$ cat config.mk
export PLATFORM = sky130hd
export DESIGN_NAME = tcls_ram
export DESIGN_NICKNAME = d
export VERILOG_FILES = /design/src/hdl/tcls_ram.sv
export SDC_FILE = /design/constraint.sdc
export NUM_CORES = 1
export LEC_CHECK = 0
export BUFFER_PORTS_ARGS = -buffer_cell sky130_fd_sc_hd__buf_2
export CAP_MARGIN = 10
export CORE_MARGIN = 5
export CORE_UTILIZATION = 40
export CTS_CLUSTER_SIZE = 25
export DETAILED_ROUTE_END_ITERATION = 8
export HOLD_SLACK_MARGIN = 0.12
export PLACE_DENSITY = 0.53
export SLEW_MARGIN = 20
export SYNTH_ARGS = -nofsm -noshare
export SYNTH_HDL_FRONTEND = slang
export SYNTH_SLANG_ARGS = --single-unit
$ cat constraint.sdc
create_clock -name clock -period 3.6 [get_ports clock]
set_input_delay 0 -clock clock [delete_from_list [all_inputs] [get_ports clock]]
set_output_delay 0 -clock clock [all_outputs]
set_load 0.05 [all_outputs]
$ cat src/hdl/tcls_ram.sv
// Generic single-port-write, single-port-read RAM with registered read data.
// Standalone; no package dependency.
module tcls_ram #(
   parameter int WIDTH = 8,
   parameter int DEPTH = 64,
   localparam int ADDR_W = (DEPTH > 1) ? $clog2(DEPTH) : 1
) (
   input  logic              clock,
   input  logic              wr_en,
   input  logic [ADDR_W-1:0] wr_addr,
   input  logic [WIDTH-1:0]  wr_data,
   input  logic [ADDR_W-1:0] rd_addr,
   output logic [WIDTH-1:0]  rd_data
);

   logic [WIDTH-1:0] mem_ff [DEPTH];
   logic [WIDTH-1:0] rd_data_ff;

   always_ff @(posedge clock) begin
      if (wr_en) begin
         mem_ff[wr_addr] <= wr_data;
      end
      rd_data_ff <= mem_ff[rd_addr];
   end

   assign rd_data = rd_data_ff;

endmodule

== Word level (Yosys, flattened, before mapping) ==
Memories as Yosys holds them, arrays and structs flattened. A register that Yosys moved wholly into a read port is not among the register bits.
Index checks and enable logic that the tools add are counted.

* Register bits after elaboration: 0
* Memory bits (writable): 512
* Bits of input ports: 22
* Output and inout bits: 8
* Logic and storage cells: 3
* Memories kept: 1

{| class="wikitable"
|+ Memories
! name !! depth !! bits a word !! read ports !! clocked after Yosys merged registers in !! wr ports !! RTL line !! source
|-
| mem_ff || 64 || 8 || 1 || 1 || 1 || 16 || <nowiki>logic [WIDTH-1:0] mem_ff [DEPTH];</nowiki>
|}

* Multiplexer cells: 2

{| class="wikitable"
|+ Operators with widths
! cell !! count
|-
| $mux 1 || 2
|}

== Depth between registers and ports, before layout ==
* Word-level depth: 2
* Mapped depth: 9
* Gate-level depth less buffers: 5

== Least setup slack after synthesis ==
OpenSTA, ideal clock, no wires.

* Kind: flip-flop to flip-flop
* Start: memory mem_ff[29][4]
* End: register rd_data_ff[4] (netlist: rd_data[4]) (read register of mem_ff)
* Setup time: 0.132 ns
* Data arrival time: 1.560 ns
* Data required time: 3.468 ns
* Slack: 1.908 ns
* Cell stages (with the launch flop): 6
* Buffers on the path: 0
* Period minus slack after synthesis: 1.692 ns
* Cells stage by stage: edfxtp_1 mux4_2 mux2_2 o221a_2 nor3_1 o32ai_1

{| class="wikitable"
|+ RTL lines
! what !! RTL line !! source
|-
| start, declared || 16 ||
|-
| end, declared || 17 || <nowiki>logic [WIDTH-1:0] rd_data_ff;</nowiki>
|}

==> run metrics <==
RD Place Congestion=~0.77; htree depth=2; final setup TNS=0 ps; Post-CTS Setup Inserts=0; clock slew at reported path FFs=60 ps; Cell Area, Synth=20170 sq um; FFs w/ async S/R, synth=0%; CP Launch Type=primary input; Longest Clk Path Bufs=3; sequential-to-total area share from yosys stat=between 70 and 80%; Starting Density=approximately 40%; Synth Flop Type=edfxtp_1; DR vias=approximately 9500; CTS root buffer=clkbuf_16; layout cells sized above 1=25.38%; PostCTS Resize Cnt=0; placed cell area=around 21000 sq um; Net Switching=between 2000 and 3000 uW; CP peak stage delay=between 600 and 700 ps; Switching Fraction=between 20% and 30%; mean area per synthesized cell=21.45 sq um; Final HPWL DP=approximately 28000 um; initial antenna violation count=3; gr usage total=17.19%; most numerous cell in the Yosys netlist=edfxtp_1; post-layout min period=~3000 ps; vias in the first global route=around 9800; leakage power=0.007093 uW; skew final=14.59 ps; Pint=9946 uW; Relative slew margins=roughly 30%; Cell variety after synth=40; critical-path cell list=dlygate4sd3_1 > buf_4 > buf_12 > mux4_2 > mux2_2 > a221oi_1 > o2bb2ai_1 > dlygate4sd3_1; syn_nets=962; Fin Hold WS=186.1 ps; Die H=around 230 um; PD cells=roughly 550 nW/um^2; Max-cap violations=0; worst setup path category=in -> reg; Comb power frac=around 5.3%; power consumption=approximately 13000 uW; Slowest-stage cell, CP=a221oi_1; first-pass GRT wire length=between 60000 and 70000 um; CTS tree=built; final setup violating endpoints=0; CP Data Required Time=roughly 4100 ps; final WL=approximately 47000 um; Post-synth EDFFs=a little over 500; cell mode on critical path=dlygate4sd3_1; Clock Sinks=520; Cells after Synth=between 900 and 1000; DIE AREA=55010 sq um; DR WL/cell=26.99 um; die width=approximately 230 um; flops & latches, synth=520; Hold Startpoint=rd_addr[3]; Hold Path Class=in -> reg; Final Instance Area=approximately 23000 sq um; post-synth top area share=between 70% and 80%; synth top area cells=edfxtp_1 76%, mux4_2 14%, nor2_1 1.5%; Reg power frac=between 50% and 60%; Worst Setup End Kind=flip-flop; Final nets=~1000; final period utilization=roughly 83%; Hold Violations, Final=0; RSZ-0062 raised after global routing=no; Final Max Slew Viols=0; crit path from=rd_addr[1]; # DRC=0; Top Ports=30; leading area contributor after synthesis=edfxtp_1; FF-to-FF setup slack=1020 ps; # port buffers=29; Worst VDD drop=296.4 uV; Initial DRC Count=approximately 850; Syn. warnings=0; Max FO, Critical Path=46; CTS Buf Count=54; Fmax achieved=between 0.3 and 0.4 GHz; row count=82; Slew @ Worst Pin=between 1000 and 1500 ps; DRT Pass-1 Iters=4; fill count=4174; P&R area growth vs syn=13.59%; Crit Reg-Reg Startpoint=mem_ff[46][2]; Core Box Area=between 40000 and 50000 sq um; Vias/cell=5.495; clock power share=41.4%; clk_lat worst skew=about 600 ps; post-route ant nets=0; pin count of the biggest net entering global routing=65; worst endpoint data arrival time=around 3500 ps; status=completed; synth cell count leaders=512 x edfxtp_1, 126 x mux4_2, 83 x nor2_1, 23 x mux2i_1, 19 x nand2_1; GRT Residual Overflow=0
critical path, delay by kind of cell:
kind	cells	cell delay (ps)
buffers and inverters	4	1830
muxes	2	820
AOI/OAI and AO/OA	2	760
power by group through the flow:
| stage | Combinational (uW) | Clock [uW] | Sequential (uW) |
|---|---|---|---|
| 6_report | 673 | 5230 | 6730 |
| 5_1_grt | 720 | 5620 | 6720 |
| 4_1_cts | 684 | 5360 | 6730 |
| 3_5_place_dp | 669 | 0 | 6850 |
| 3_3_place_gp | 661 | 0 | 6850 |
| 2_1_floorplan | 357 | 0 | 6880 |
registers in the layout, summed over array words and instances (netlist names):
signal / count
mem_ff: 512
rd_data: 8
area by class of cell:
cell class	instances	area (sq um)	area share, %
Clock buffer	66	1460	6.374
Sequential cell	520	15530	67.81
Timing Repair Buffer	71	563.0	2.458
Multi-Input combinational cell	369	4315	18.84
Clock inverter	30	188.9	0.8247
Antenna cell	2	5.005	0.02185
Tap cell	672	840.8	3.670
kinds of logic after synthesis:
group	Yosys count	share of synthesized area, %
compound gates	54	2.072
buf+inv	51	1.570
flops	520	77.03
mux	162	15.94
simple gates	153	3.387
cells in the final DEF, fill, tap and decap left out, drive strengths merged, types with 7 or more instances in the layout:
master and count:
edfxtp 512, mux4 126, nor2 83, clkbuf 66, buf 53, clkinv 26, mux2i 23, nand2 19
dlygate4sd3 18, nor2b 14, mux2 13, nand3 13, o221ai 8, o22ai 8, dfxtp 8, nand2b 7
nor3 7
stage by stage:
step	std cells	util, %	setup slack, ps
final	1730	45.85	625.1
after global routing	1729	45.84	543.3
after CTS	1727	45.81	662.0
after floorplan	940	-	1908
after detailed placement	1614	42.17	1030
after global placement	1614	42.17	990.7
timing repair:
action,CTS,global route
endpoints found under the setup margin,0,0
endpoints found under the hold margin,455,64
hold buffers,17,1
layer usage:
| layer | wire length (um) | up-vias | global-route usage (%) |
|---|---|---|---|
| met2 | 21840 | 280 | 26.42 |
| met5 | 15 | - | 0 |
| li1 | - | 4088 | - |
| met1 | 20750 | 5051 | 25.03 |
| met4 | 1243 | 2 | 5.565 |
| met3 | 2837 | 85 | 3.413 |
path summary, 6_finish.rpt:
| kind | endpoint | cells after the start |
|---|---|---|
| min | rd_data[6] | 3 |
| max | rd_data[2] | 8 |
| max reg2reg | rd_data[2] | 5 |
| min reg2reg | rd_data[4] | 3 |
Power figures use the tool's default switching activity.
